**config.mk**
```make
export PLATFORM = sky130hd
export DESIGN_NAME = humidity_temp_frame_decoder_flat
export DESIGN_NICKNAME = d
export VERILOG_FILES = /design/src/rtl/htfd_pkg.sv /design/src/rtl/htfd_channels.sv /design/src/rtl/htfd_front.sv /design/src/rtl/htfd_queue.sv /design/src/rtl/htfd_back.sv /design/src/rtl/humidity_temp_frame_decoder.sv /design/src/flat_wrapper.sv
export SDC_FILE = /design/constraint.sdc
export NUM_CORES = 1
export LEC_CHECK = 0
export BUFFER_PORTS_ARGS = -buffer_cell sky130_fd_sc_hd__buf_2
export CORE_ASPECT_RATIO = 0.6
export CORE_MARGIN = 2
export CORE_UTILIZATION = 40
export CTS_CLUSTER_SIZE = 10
export DETAILED_ROUTE_END_ITERATION = 10
export MAX_ROUTING_LAYER = met4
export SKIP_CTS_REPAIR_TIMING = 1
export SYNTH_ARGS = -nofsm -noshare
export SYNTH_HDL_FRONTEND = slang
export SYNTH_SLANG_ARGS = --single-unit
export TNS_END_PERCENT = 100
```
**constraint.sdc**
```tcl
create_clock -name clk -period 10.75 [get_ports clk]
set_input_delay 2.6875 -clock clk [delete_from_list [all_inputs] [get_ports clk]]
set_output_delay 2.6875 -clock clk [all_outputs]
set_load 0.1 [all_outputs]
```
**src/rtl/htfd_pkg.sv**
```systemverilog
// shared types, constants and helper functions for the humidity/temperature
// frame decoder; no dependencies
package htfd_pkg;

  localparam int BYTE_W    = 8;
  localparam int WORD_W    = 16;
  localparam int TEMP_W    = 15;
  localparam int HUM_W     = 14;
  localparam int STATUS_W  = 2;
  localparam int CFG_IDX_W = 1;

  localparam logic [BYTE_W-1:0] CRC_INIT = 8'hFF;
  localparam logic [BYTE_W-1:0] CRC_POLY = 8'h31;

  // scale factors, raw full scale is 65535
  localparam int TPROD_W = 31;
  localparam int HPROD_W = 30;
  localparam logic [TPROD_W-1:0] TEMP_SCALE = 31'd17500;
  localparam logic [HPROD_W-1:0] HUM_SCALE  = 30'd10000;
  localparam logic [WORD_W-1:0]  FULL_SCALE = 16'hFFFF;
  localparam logic signed [WORD_W-1:0] TEMP_OFFSET = 16'sd4500;

  localparam logic signed [TEMP_W-1:0] TEMP_LOW_RESET  = -15'sd5000;
  localparam logic signed [TEMP_W-1:0] TEMP_HIGH_RESET = 15'sd13000;

  localparam logic [CFG_IDX_W-1:0] REG_TEMP_LOW  = 1'd0;
  localparam logic [CFG_IDX_W-1:0] REG_TEMP_HIGH = 1'd1;

  typedef enum logic [STATUS_W-1:0] {
    STATUS_OK       = 2'd0,
    STATUS_TEMP_CRC = 2'd1,
    STATUS_HUM_CRC  = 2'd2,
    STATUS_RANGE    = 2'd3
  } status_t;

  typedef enum logic [2:0] {
    POS_TEMP_HI  = 3'd0,
    POS_TEMP_LO  = 3'd1,
    POS_TEMP_CRC = 3'd2,
    POS_HUM_HI   = 3'd3,
    POS_HUM_LO   = 3'd4,
    POS_HUM_CRC  = 3'd5
  } pos_t;

  // one complete reply as handed from front to back
  typedef struct packed {
    logic [WORD_W-1:0] temp_raw;
    logic [WORD_W-1:0] hum_raw;
    logic              temp_crc_ok;
    logic              hum_crc_ok;
  } frame_rec_t;

  typedef struct packed {
    logic signed [TEMP_W-1:0] low;
    logic signed [TEMP_W-1:0] high;
  } limits_t;

  function automatic logic [BYTE_W-1:0] crc8_feed(input logic [BYTE_W-1:0] crc,
                                                  input logic [BYTE_W-1:0] b);
    logic [BYTE_W-1:0] c;
    c = crc ^ b;
    for (int i = 0; i < BYTE_W; i++) begin
      c = c[BYTE_W-1] ? ((c << 1) ^ CRC_POLY) : (c << 1);
    end
    return c;
  endfunction

  // floor(x / 65535) for x below 2^31: estimate x>>16, remainder stays
  // below twice the divisor so one correction step is enough
  function automatic logic [WORD_W-1:0] div_full_scale(input logic [TPROD_W-1:0] x);
    logic [WORD_W-1:0] est;
    logic [WORD_W:0]   rem;
    est = {1'b0, x[TPROD_W-1:WORD_W]};
    rem = {1'b0, x[WORD_W-1:0]} + {1'b0, est};
    if (rem >= {1'b0, FULL_SCALE}) begin
      est = est + 16'd1;
    end
    return est;
  endfunction

endpackage

```
**src/rtl/htfd_channels.sv**
```systemverilog
// valid/ready channel interfaces for the frame decoder
// depends on htfd_pkg
interface htfd_byte_if;
  import htfd_pkg::*;
  logic              valid;
  logic              ready;
  logic [BYTE_W-1:0] data_byte;
  logic              frame_start;
  modport source (output valid, data_byte, frame_start, input ready);
  modport sink   (input valid, data_byte, frame_start, output ready);
endinterface

interface htfd_result_if;
  import htfd_pkg::*;
  logic                     valid;
  logic                     ready;
  logic signed [TEMP_W-1:0] temperature_centi;
  logic [HUM_W-1:0]         humidity_centi;
  logic [STATUS_W-1:0]      status;
  modport source (output valid, temperature_centi, humidity_centi, status, input ready);
  modport sink   (input valid, temperature_centi, humidity_centi, status, output ready);
endinterface

interface htfd_cfg_if;
  import htfd_pkg::*;
  logic                 valid;
  logic                 ready;
  logic [CFG_IDX_W-1:0] reg_index;
  logic [TEMP_W-1:0]    write_data;
  modport source (output valid, reg_index, write_data, input ready);
  modport sink   (input valid, reg_index, write_data, output ready);
endinterface

```
**src/rtl/htfd_front.sv**
```systemverilog
// front end: takes reply bytes, tracks byte position, runs the crc and
// assembles one frame record per reply; depends on htfd_pkg, htfd_channels
module htfd_front (
  input  logic                clk,
  input  logic                rst,
  htfd_byte_if.sink           byte_in,
  input  logic                queue_full,
  output logic                push,
  output htfd_pkg::frame_rec_t push_rec
);
  import htfd_pkg::*;

  pos_t              pos, pos_next, cur;
  logic [BYTE_W-1:0] crc, crc_next, crc_cur;
  logic [WORD_W-1:0] temp_word, temp_word_next;
  logic              temp_good, temp_good_next;
  logic [BYTE_W-1:0] hum_high, hum_high_next;
  logic [BYTE_W-1:0] hum_low, hum_low_next;
  logic              accept;

  assign byte_in.ready = !queue_full;
  assign accept        = byte_in.valid && byte_in.ready;

  always_ff @(posedge clk) begin
    if (rst) begin
      pos <= POS_TEMP_HI;
      crc <= CRC_INIT;
    end else begin
      pos <= pos_next;
      crc <= crc_next;
    end
  end

  always_ff @(posedge clk) begin
    temp_word <= temp_word_next;
    temp_good <= temp_good_next;
    hum_high  <= hum_high_next;
    hum_low   <= hum_low_next;
  end

  always_comb begin
    pos_next       = pos;
    crc_next       = crc;
    temp_word_next = temp_word;
    temp_good_next = temp_good;
    hum_high_next  = hum_high;
    hum_low_next   = hum_low;
    push           = 1'b0;
    push_rec       = '{temp_raw: temp_word, hum_raw: {hum_high, hum_low},
                       temp_crc_ok: temp_good, hum_crc_ok: (crc == byte_in.data_byte)};
    cur            = byte_in.frame_start ? POS_TEMP_HI : pos;
    crc_cur        = byte_in.frame_start ? CRC_INIT : crc;
    if (accept) begin
      case (cur)
        POS_TEMP_LO: begin
          crc_next       = crc8_feed(crc_cur, byte_in.data_byte);
          temp_word_next = {temp_word[WORD_W-1:BYTE_W], byte_in.data_byte};
          pos_next       = POS_TEMP_CRC;
        end
        POS_TEMP_CRC: begin
          temp_good_next = (crc_cur == byte_in.data_byte);
          crc_next       = CRC_INIT;
          pos_next       = POS_HUM_HI;
        end
        POS_HUM_HI: begin
          crc_next      = crc8_feed(crc_cur, byte_in.data_byte);
          hum_high_next = byte_in.data_byte;
          pos_next      = POS_HUM_LO;
        end
        POS_HUM_LO: begin
          crc_next     = crc8_feed(crc_cur, byte_in.data_byte);
          hum_low_next = byte_in.data_byte;
          pos_next     = POS_HUM_CRC;
        end
        POS_HUM_CRC: begin
          push     = 1'b1;
          crc_next = CRC_INIT;
          pos_next = POS_TEMP_HI;
        end
        default: begin
          // first byte, also any stray position code
          crc_next       = crc8_feed(CRC_INIT, byte_in.data_byte);
          temp_word_next = {byte_in.data_byte, {BYTE_W{1'b0}}};
          pos_next       = POS_TEMP_LO;
        end
      endcase
    end
  end

endmodule

```
**src/rtl/htfd_queue.sv**
```systemverilog
// short record queue between front and back ends
// depends on htfd_pkg
module htfd_queue #(
  parameter int DEPTH = 2
) (
  input  logic                 clk,
  input  logic                 rst,
  input  logic                 push,
  input  htfd_pkg::frame_rec_t push_rec,
  input  logic                 pop,
  output htfd_pkg::frame_rec_t pop_rec,
  output logic                 full,
  output logic                 empty
);
  import htfd_pkg::*;

  localparam int PTR_W = (DEPTH > 1) ? $clog2(DEPTH) : 1;
  localparam int CNT_W = $clog2(DEPTH + 1);
  localparam logic [PTR_W-1:0] LAST = PTR_W'(DEPTH - 1);

  frame_rec_t       slots [DEPTH];
  logic [PTR_W-1:0] wr_ptr, rd_ptr;
  logic [CNT_W-1:0] count;
  logic             do_push, do_pop;

  assign full    = (count == CNT_W'(DEPTH));
  assign empty   = (count == '0);
  assign do_push = push && !full;
  assign do_pop  = pop && !empty;
  assign pop_rec = slots[rd_ptr];

  always_ff @(posedge clk) begin
    if (rst) begin
      wr_ptr <= '0;
      rd_ptr <= '0;
      count  <= '0;
    end else begin
      if (do_push) begin
        wr_ptr <= (wr_ptr == LAST) ? '0 : wr_ptr + 1'b1;
      end
      if (do_pop) begin
        rd_ptr <= (rd_ptr == LAST) ? '0 : rd_ptr + 1'b1;
      end
      if (do_push && !do_pop) begin
        count <= count + 1'b1;
      end else if (do_pop && !do_push) begin
        count <= count - 1'b1;
      end
    end
  end

  always_ff @(posedge clk) begin
    if (do_push) begin
      slots[wr_ptr] <= push_rec;
    end
  end

endmodule

```
**src/rtl/htfd_back.sv**
```systemverilog
// back end: scales raw words, checks limits, picks status, holds result
// depends on htfd_pkg, htfd_channels
module htfd_back (
  input  logic                 clk,
  input  logic                 rst,
  input  logic                 queue_empty,
  input  htfd_pkg::frame_rec_t pop_rec,
  output logic                 pop,
  input  htfd_pkg::limits_t    limits,
  htfd_result_if.source        result_out
);
  import htfd_pkg::*;

  // multiply stage
  logic               s1_valid;
  logic [TPROD_W-1:0] s1_tprod;
  logic [HPROD_W-1:0] s1_hprod;
  logic               s1_temp_ok, s1_hum_ok;
  logic               s1_adv, s1_load;

  // result stage
  logic                     out_valid;
  logic [WORD_W-1:0]        tq, hq;
  logic signed [WORD_W-1:0] temp16;
  logic signed [TEMP_W-1:0] temp;
  status_t                  status_next;

  assign s1_adv  = s1_valid && (!out_valid || result_out.ready);
  assign s1_load = !s1_valid || s1_adv;
  assign pop     = s1_load && !queue_empty;

  always_ff @(posedge clk) begin
    if (rst) begin
      s1_valid  <= 1'b0;
      out_valid <= 1'b0;
    end else begin
      if (s1_load) begin
        s1_valid <= !queue_empty;
      end
      if (s1_adv) begin
        out_valid <= 1'b1;
      end else if (result_out.ready) begin
        out_valid <= 1'b0;
      end
    end
  end

  always_ff @(posedge clk) begin
    if (pop) begin
      s1_tprod   <= TEMP_SCALE * TPROD_W'(pop_rec.temp_raw);
      s1_hprod   <= HUM_SCALE * HPROD_W'(pop_rec.hum_raw);
      s1_temp_ok <= pop_rec.temp_crc_ok;
      s1_hum_ok  <= pop_rec.hum_crc_ok;
    end
  end

  always_comb begin
    tq     = div_full_scale(s1_tprod);
    hq     = div_full_scale(TPROD_W'(s1_hprod));
    temp16 = $signed(tq) - TEMP_OFFSET;
    temp   = temp16[TEMP_W-1:0];
    if (!s1_temp_ok) begin
      status_next = STATUS_TEMP_CRC;
    end else if (!s1_hum_ok) begin
      status_next = STATUS_HUM_CRC;
    end else if (!(temp > limits.low && temp < limits.high)) begin
      status_next = STATUS_RANGE;
    end else begin
      status_next = STATUS_OK;
    end
  end

  always_ff @(posedge clk) begin
    if (s1_adv) begin
      result_out.temperature_centi <= temp;
      result_out.humidity_centi    <= hq[HUM_W-1:0];
      result_out.status            <= status_next;
    end
  end

  assign result_out.valid = out_valid;

endmodule

```
**src/rtl/humidity_temp_frame_decoder.sv**
```systemverilog
// top level of the humidity/temperature frame decoder: limit registers,
// front end, record queue, back end; depends on all rtl files but the checker
//
//   channel      dir  payload                                        accepted when
//   byte_in      in   data_byte[7:0], frame_start                    valid && ready
//   result_out   out  temperature_centi[14:0] s, humidity_centi[13:0],
//                     status[1:0]                                    valid && ready
//   cfg          in   reg_index[0], write_data[14:0]                 valid && ready
//
// one byte accepted per cycle while the record queue is not full; after its sixth
// byte a result passes the queue slot, the multiply stage and the result register
// byte_in stalls only when the record queue is full; the queue absorbs
// QUEUE_DEPTH complete replies while result_out is held off
// cfg is always ready; sync reset clears position, crc, queue and valids
module humidity_temp_frame_decoder #(
  parameter int QUEUE_DEPTH = 2
) (
  input  logic           clk,
  input  logic           rst,
  htfd_byte_if.sink      byte_in,
  htfd_result_if.source  result_out,
  htfd_cfg_if.sink       cfg
);
  import htfd_pkg::*;

  limits_t    limits;
  frame_rec_t push_rec, pop_rec;
  logic       push, pop, queue_full, queue_empty;

  assign cfg.ready = 1'b1;

  always_ff @(posedge clk) begin
    if (rst) begin
      limits.low  <= TEMP_LOW_RESET;
      limits.high <= TEMP_HIGH_RESET;
    end else if (cfg.valid && cfg.ready) begin
      case (cfg.reg_index)
        REG_TEMP_LOW:  limits.low  <= $signed(cfg.write_data);
        REG_TEMP_HIGH: limits.high <= $signed(cfg.write_data);
        default: ;
      endcase
    end
  end

  htfd_front u_front (
    .clk        (clk),
    .rst        (rst),
    .byte_in    (byte_in),
    .queue_full (queue_full),
    .push       (push),
    .push_rec   (push_rec)
  );

  htfd_queue #(
    .DEPTH (QUEUE_DEPTH)
  ) u_queue (
    .clk      (clk),
    .rst      (rst),
    .push     (push),
    .push_rec (push_rec),
    .pop      (pop),
    .pop_rec  (pop_rec),
    .full     (queue_full),
    .empty    (queue_empty)
  );

  htfd_back u_back (
    .clk         (clk),
    .rst         (rst),
    .queue_empty (queue_empty),
    .pop_rec     (pop_rec),
    .pop         (pop),
    .limits      (limits),
    .result_out  (result_out)
  );

endmodule

```
**src/flat_wrapper.sv**
```systemverilog
// flat-port wrapper written by rule: the top's interface ports become plain ports
module humidity_temp_frame_decoder_flat import htfd_pkg::*;
#(
  parameter int QUEUE_DEPTH = 2
)
  (clk, rst, byte_in_valid, byte_in_data_byte, byte_in_frame_start, byte_in_ready, result_out_valid, result_out_temperature_centi, result_out_humidity_centi, result_out_status, result_out_ready, cfg_valid, cfg_reg_index, cfg_write_data, cfg_ready);
  htfd_byte_if byte_in_i ();
  htfd_result_if result_out_i ();
  htfd_cfg_if cfg_i ();
  input  logic clk;
  input  logic rst;
  input wire logic [$bits(byte_in_i.valid)-1:0] byte_in_valid;
  input wire logic [$bits(byte_in_i.data_byte)-1:0] byte_in_data_byte;
  input wire logic [$bits(byte_in_i.frame_start)-1:0] byte_in_frame_start;
  output wire logic [$bits(byte_in_i.ready)-1:0] byte_in_ready;
  output wire logic [$bits(result_out_i.valid)-1:0] result_out_valid;
  output wire logic [$bits(result_out_i.temperature_centi)-1:0] result_out_temperature_centi;
  output wire logic [$bits(result_out_i.humidity_centi)-1:0] result_out_humidity_centi;
  output wire logic [$bits(result_out_i.status)-1:0] result_out_status;
  input wire logic [$bits(result_out_i.ready)-1:0] result_out_ready;
  input wire logic [$bits(cfg_i.valid)-1:0] cfg_valid;
  input wire logic [$bits(cfg_i.reg_index)-1:0] cfg_reg_index;
  input wire logic [$bits(cfg_i.write_data)-1:0] cfg_write_data;
  output wire logic [$bits(cfg_i.ready)-1:0] cfg_ready;
  assign byte_in_i.valid = byte_in_valid;
  assign byte_in_i.data_byte = byte_in_data_byte;
  assign byte_in_i.frame_start = byte_in_frame_start;
  assign byte_in_ready = byte_in_i.ready;
  assign result_out_valid = result_out_i.valid;
  assign result_out_temperature_centi = result_out_i.temperature_centi;
  assign result_out_humidity_centi = result_out_i.humidity_centi;
  assign result_out_status = result_out_i.status;
  assign result_out_i.ready = result_out_ready;
  assign cfg_i.valid = cfg_valid;
  assign cfg_i.reg_index = cfg_reg_index;
  assign cfg_i.write_data = cfg_write_data;
  assign cfg_ready = cfg_i.ready;
  humidity_temp_frame_decoder #(.QUEUE_DEPTH(QUEUE_DEPTH)) u_core (.clk(clk), .rst(rst), .byte_in(byte_in_i), .result_out(result_out_i), .cfg(cfg_i));
endmodule
```
Word level (Yosys, flattened, before mapping)
Memory sizes are Yosys's and may differ from the RTL's. A register that Yosys moved wholly into a read port is not among the register bits.
Cells that the tools add are included.
{"block": "word_totals", "reg_bits": 168, "mem_bits_rw": 68, "inputBits": 30, "word_cells": 132, "mem_count": 1}
{"memory": "u_core.u_queue.slots", "depth": 2, "width": 34, "read_ports": 1, "rd_ports_with_merged_regs": 1, "write_ports": 1, "line": "htfd_queue.sv:21", "rtl": "frame_rec_t slots [DEPTH];"}
{"block": "op_classes", "add_sub_neg": 9, "mul": 2, "order_cmp": 4, "eq_ne": 8, "mux": 37, "n_bitwise": 21, "n_reduce_logical": 29}
{"op": "$mux 6", "n": 16}
{"op": "$not 3->3", "n": 16}
{"op": "$ge 17x16->1 const B", "n": 2}
{"op": "$pmux 16 s2", "n": 1}
{"op": "$mul 13x16->29 const A", "n": 1}
{"op": "$mul 10x16->26 const A", "n": 1}
{"op": "$add 16x14->17", "n": 1}
{"op": "$add 16x15->17", "n": 1}
{"op": "$eq 8x8->1", "n": 2}
{"op": "$pmux 8 s2", "n": 1}
{"op": "$add 15x1->15 const B", "n": 1}
{"op": "$gt 15x15->1", "n": 1}
{"op": "$lt 15x15->1", "n": 1}
{"op": "$mux 15", "n": 1}
{"op": "$pmux 3 s5", "n": 1}
{"op": "$sub 15x14->15 const B", "n": 1}
{"op": "$add 14x1->14 const B", "n": 1}
{"op": "$mux 14", "n": 1}
{"op": "$reduce_and 2->1", "n": 6}
{"op": "$mux 1", "n": 10}
{"op": "$logic_and 1x1->1", "n": 8}
{"op": "$mux 2", "n": 4}
{"op": "$mux 8", "n": 1}
{"op": "$not 8->8", "n": 1}
{"op": "18 further kinds", "n": 30}

Logic depth before layout (Yosys ltp)
{"block": "depth", "depth_word": 19, "depth_mapped": 31}

Cells and area by module
Synthesis repeated with hierarchy kept, for this count alone.
{"block": "unflattened", "hier_cells": 1650, "hier_area_um2": 17840.9}
{"mod": "htfd_back", "n_inst": 1, "cells_each": 1173, "area_each_um2": 11464.7}
{"mod": "htfd_queue", "n_inst": 1, "cells_each": 131, "area_each_um2": 2662.6}
{"mod": "htfd_front", "n_inst": 1, "cells_each": 220, "area_each_um2": 2434.8}
{"mod": "humidity_temp_frame_decoder", "n_inst": 1, "cells_each": 126, "area_each_um2": 1278.7}

Least setup slack after synthesis
Ideal clock, no wire load.
{"block": "synth_path", "path_kind": "register to register", "start": "register u_core.u_back.s1_tprod[18]", "end": "register u_core.u_back.result_out.status[0] (data pin)", "arrival_time_ns": 5.958, "path_slack_ns": 4.532, "path_stages_with_launch": 30, "path_buffers": 1, "period_less_slack_ns": 6.218, "cell_sequence": "edfxtp_1 > ha_1 > inv_1 > fa_1 > nand3b_1 > or4_4 > nor4_2 > o21a_1 > o2111ai_2 > buf_6 > nand2_2 > nand3_1 > xnor2_1 > ha_1 > nor3_1 > mux2i_1 > and3_1 > a221oi_2 > xor2_1 > ha_1 > a21o_1 > a21o_1 > a21o_1 > a21o_1 > a21o_1 > a21o_1 > a21oi_1 > a21boi_0 > nor2_1 > o311a_1"}
{"block": "synth_via", "elab_chain_cells": 8, "word_cells_on_any_way": 10, "classes_between": "add/sub (3); order compare (3); mux (3); reduce/logical (1)"}
{"element": "from (decl)", "line": "htfd_back.sv:16", "rtl": "logic [TPROD_W-1:0] s1_tprod;"}
{"element": "from (signal assigned)", "line": "htfd_back.sv:50", "rtl": "s1_tprod <= TEMP_SCALE * TPROD_W'(pop_rec.temp_raw);"}
{"element": "$add 16x15->17", "line": "htfd_pkg.sv:74", "rtl": "rem = {1'b0, x[WORD_W-1:0]} + {1'b0, est};"}
{"element": "$ge 17x16->1", "line": "htfd_pkg.sv:75", "rtl": "if (rem >= {1'b0, FULL_SCALE}) begin"}
{"element": "$mux 15 (*)", "line": "htfd_pkg.sv:75"}
{"element": "$sub 15x14->15 (*)", "line": "htfd_back.sv:60", "rtl": "temp16 = $signed(tq) - TEMP_OFFSET;"}
{"element": "via u_core.u_back.temp16[8]", "line": "htfd_back.sv:24", "rtl": "logic signed [WORD_W-1:0] temp16;"}
{"element": "$gt 15x15->1 / $lt 15x15->1 (equally long branches)", "line": "htfd_back.sv:66", "rtl": "end else if (!(temp > limits.low && temp < limits.high)) begin"}
{"element": "$logic_and 1x1->1 (*)", "line": "htfd_back.sv:66"}
{"element": "$mux 2 (*)", "line": "htfd_back.sv:66"}
{"element": "$mux 2 (*)", "line": "htfd_back.sv:64", "rtl": "end else if (!s1_hum_ok) begin"}
{"element": "to (signal assigned)", "line": "htfd_back.sv:77", "rtl": "result_out.status <= status_next;"}
{"element": "to (decl)", "line": "htfd_channels.sv:20", "rtl": "modport source (output valid, temperature_centi, humidity_centi, status, input ready);"}
The timed path passes the listed nets; every way through them passes the cells marked *.
A chain may end at the register's enable or synchronous reset.

Worst setup path after layout
{"block": "layout_path", "start": "register u_core.u_back.s1_tprod[23]", "end": "register u_core.u_back.result_out.status[0] (data pin)"}
{"block": "layout_via", "elab_chain_cells": 8, "word_cells_on_any_way": 10, "classes_between": "add/sub (3); order compare (3); mux (3); reduce/logical (1)"}
{"element": "$add 16x15->17 (*)", "line": "htfd_pkg.sv:74"}
{"element": "$ge 17x16->1 (*)", "line": "htfd_pkg.sv:75"}
{"element": "$mux 15 (*)", "line": "htfd_pkg.sv:75"}
{"element": "$sub 15x14->15 (*)", "line": "htfd_back.sv:60"}
{"element": "via u_core.u_back.temp16[2]", "line": "htfd_back.sv:24"}
{"element": "$gt 15x15->1 / $lt 15x15->1 (equally long branches)", "line": "htfd_back.sv:66"}
{"element": "$logic_and 1x1->1 (*)", "line": "htfd_back.sv:66"}
{"element": "$mux 2 (*)", "line": "htfd_back.sv:66"}
{"element": "$mux 2 (*)", "line": "htfd_back.sv:64"}
Marked as above.

==> results_dict.tcl <==
set metrics [dict create \
    status "complete, no violations" \
    hold_class "flip-flop to flip-flop" \
    num_io_pins 64 \
    fmax_ghz 0.1333 \
    synth_fp_nets 1987 \
    cp.required_ns 11.06 \
    num_vias 11870 \
    worst-setup-path-type "flip-flop to flip-flop" \
    fin_crit_sh_pct 69.80 \
    worst-slew-pin-transition_ns 1.147 \
    antenna_found_initial 2 \
    drt-initial-drc-count 886 \
    critical_path_arrival_ns 7.81 \
    yosys_most_used_dff "edfxtp_1" \
    r2r_start "u_core.u_back.s1_tprod[23]$_DFFE_PP_" \
    maxCapViolations 0 \
    synth_top_area_cell "edfxtp_1" \
    worst_slack_ns 3.246 \
    ant_nets 0 \
    multiInputGateArea_um2 9712 \
    cp_max_fo 14 \
    cts.clk_slew.worst_paths_ns 0.06 \
    grt_max_degree 49 \
    synth_top_area_share_pct 32.39 \
    drcViolationCount 0 \
    grt_overflow 0 \
    synthTopCellsByArea "edfxtp_1 (32%), ha_1 (16%), fa_1 (9.4%)" \
    async_flop_share_pct 0 \
    drt-total-wl_um 40310 \
    place_congestion 0.8907 \
    drtPass1Iterations 5 \
    final_max_slew_viol_count 0 \
    seqCellArea_um2 6638 \
    synth_common_cells "inv_1 (262), ha_1 (224), edfxtp_1 (189)" \
    ys_types 73 \
    pre_cts_ws_ns 3.376 \
    min-delay-start "u_core.u_front.temp_word[1]$_SDFFCE_PN0P_" \
    netlist_area_um2 17520 \
    min_period_ns 7.504 \
    row_count 59 \
    syn_inst 1651 \
    grt_pass1_vias 11300 \
    cts_inserted_buffers 28 \
    synth.avg_cell_area_um2 10.61 \
    yosys_register_bits 237 \
    wire_per_inst_um 17.51 \
    clk_latency_ns 0.56 \
    clock_path_buffers 3 \
    fp.dieH_um 166.1 \
    startpoint_type "flip-flop" \
    dp_hpwl_um 31800 \
    setup_tns_ns 0 \
    synth-edff-count 189 \
    crit_start "u_core.u_back.s1_tprod[23]$_DFFE_PP_" \
    core_area_um2 43260 \
    setup_viol 0 \
    end_kind "flip-flop" \
    hold_viol_final 0 \
    synth_seq_area_share_pct 37.87 \
    via_per_inst 5.156 \
    start_util_pct 40.51 \
    slew_headroom_pct 22.92 \
    final_nets 2036 \
    area_delta_synth_final_pct 9.817 \
    numPortBuffers 62 \
    htree_levels 1 \
    grt_first_pass_wirelength_um 63850 \
    yosys_warnings 0 \
    cts_root_buf "clkbuf_16" \
    r2r_slack_ns 3.25 \
    fp.dieArea_um2 45560 \
    cts_tree "yes" \
    finClkSkew_ns 0.03322 \
    globalRouteTotalUtil_pct 18.37 \
    fillers 4109 \
    yosysMostFrequentCell "inv_1" \
    rsz0062_at_grt "false" \
    drive_above_1_share_pct 8.479 \
    clock_sinks 237 \
    die_width_um 274.2 \
]
## layout by cell type (no fill, tap or decap), drive strengths merged, types with 18 or more instances in the layout
cell type,n
dfxtp,48
ha,224
nand3,20
a211oi,18
nand2,94
nor2,91
nor2b,20
buf,67
mux2i,27
a21oi,67
xnor2,91
xor2,41
nand2b,18
a21o,40
inv,263
edfxtp,189
o21ai,39
fa,82
nor3,23
clkbuf,51
and3,24
## final timing paths
kind	endpoint	cells after the start
max	u_core.u_back.result_out.status[0]$_SDFFCE_PN1P_	26
min	u_core.u_queue.slots[0][19]$_DFFE_PP_	0
max reg2reg	u_core.u_back.result_out.status[0]$_SDFFCE_PN1P_	26
min reg2reg	u_core.u_queue.slots[0][19]$_DFFE_PP_	0
## critical path, cell delays in order, from the launching register on
cell,delay (ns)
edfxtp_1,0.58
ha_1,0.48
a22oi_1,0.23
nand3b_1,0.10
or4_4,0.48
nor4_2,0.34
o21a_1,0.22
o2111ai_2,0.50
a21boi_0,0.50
xnor2_1,0.20
ha_1,0.27
nor3_1,0.17
mux2i_1,0.12
and3_1,0.22
a221oi_2,0.24
xor2_1,0.29
ha_1,0.31
a21o_1,0.18
a21o_1,0.16
a21o_1,0.17
a21o_1,0.17
a21o_1,0.17
a21o_1,0.17
a21oi_1,0.17
a21boi_0,0.34
nor2_1,0.13
o311a_1,0.34
## through the flow
step / util [%] / area, µm² / instances / hold slack, ns
floorplan: - / 17520 / 1651 / 0.4215
global placement: 42.53 / 18400 / 2249 / 0.4217
detailed placement: 42.53 / 18400 / 2249 / 0.4326
CTS: 44.47 / 19240 / 2301 / 0.4311
global route: 44.49 / 19240 / 2302 / 0.4480
finish: 44.49 / 19240 / 2302 / 0.4353
## cells by family after synthesis
group	count (synthesis)	share of synthesized area, %
AO/OA/AOI/OAI	263	10.57
XOR/XNOR	132	6.597
adder cells (fa/ha/maj)	306	25.36
buffers and inverters	310	6.811
flip-flops	237	37.87
multiplexers	43	2.570
other	1	0.02140
AND/OR/NAND/NOR	359	10.20
## flip-flops by register name (all words and copies together) (netlist names), 2 cells and up, named ones only
name and count:
u_core.u_front.crc 8, u_core.u_front.hum_high 8, u_core.limits 30, u_core.u_front.hum_low 8
u_core.u_front.pos 3, u_core.u_back.s1_hprod 26, u_core.u_queue.slots 68, u_core.u_back.s1_tprod 29
u_core.u_back.result_out.humidity_centi 14, u_core.u_back.result_out.temperature_centi 15, u_core.u_front.temp_word 16, u_core.u_queue.count 2
u_core.u_back.result_out.status 2
## area by class of cell
class / count / share of cell area [%]
Antenna cell: 1 / 0.01300
Clock buffer: 51 / 4.304
Clock inverter: 1 / 0.04551
Inverter: 262 / 5.110
Multi-Input combinational cell: 1104 / 50.46
Sequential cell: 237 / 34.49
Tap cell: 579 / 3.764
Timing Repair Buffer: 67 / 1.807
## per-layer routing
metal	routed length, µm	GRT usage, %	vias up
met1	21730	29.83	5711
met4	537	2.859	0
met5	0	-	-
li1	-	-	5802
met2	15130	23.13	314
met3	2908	3.745	42
Power is left out: the tool's default activity adds up to more than one toggle a clock period on the data nets, which glitch-free logic cannot reach.
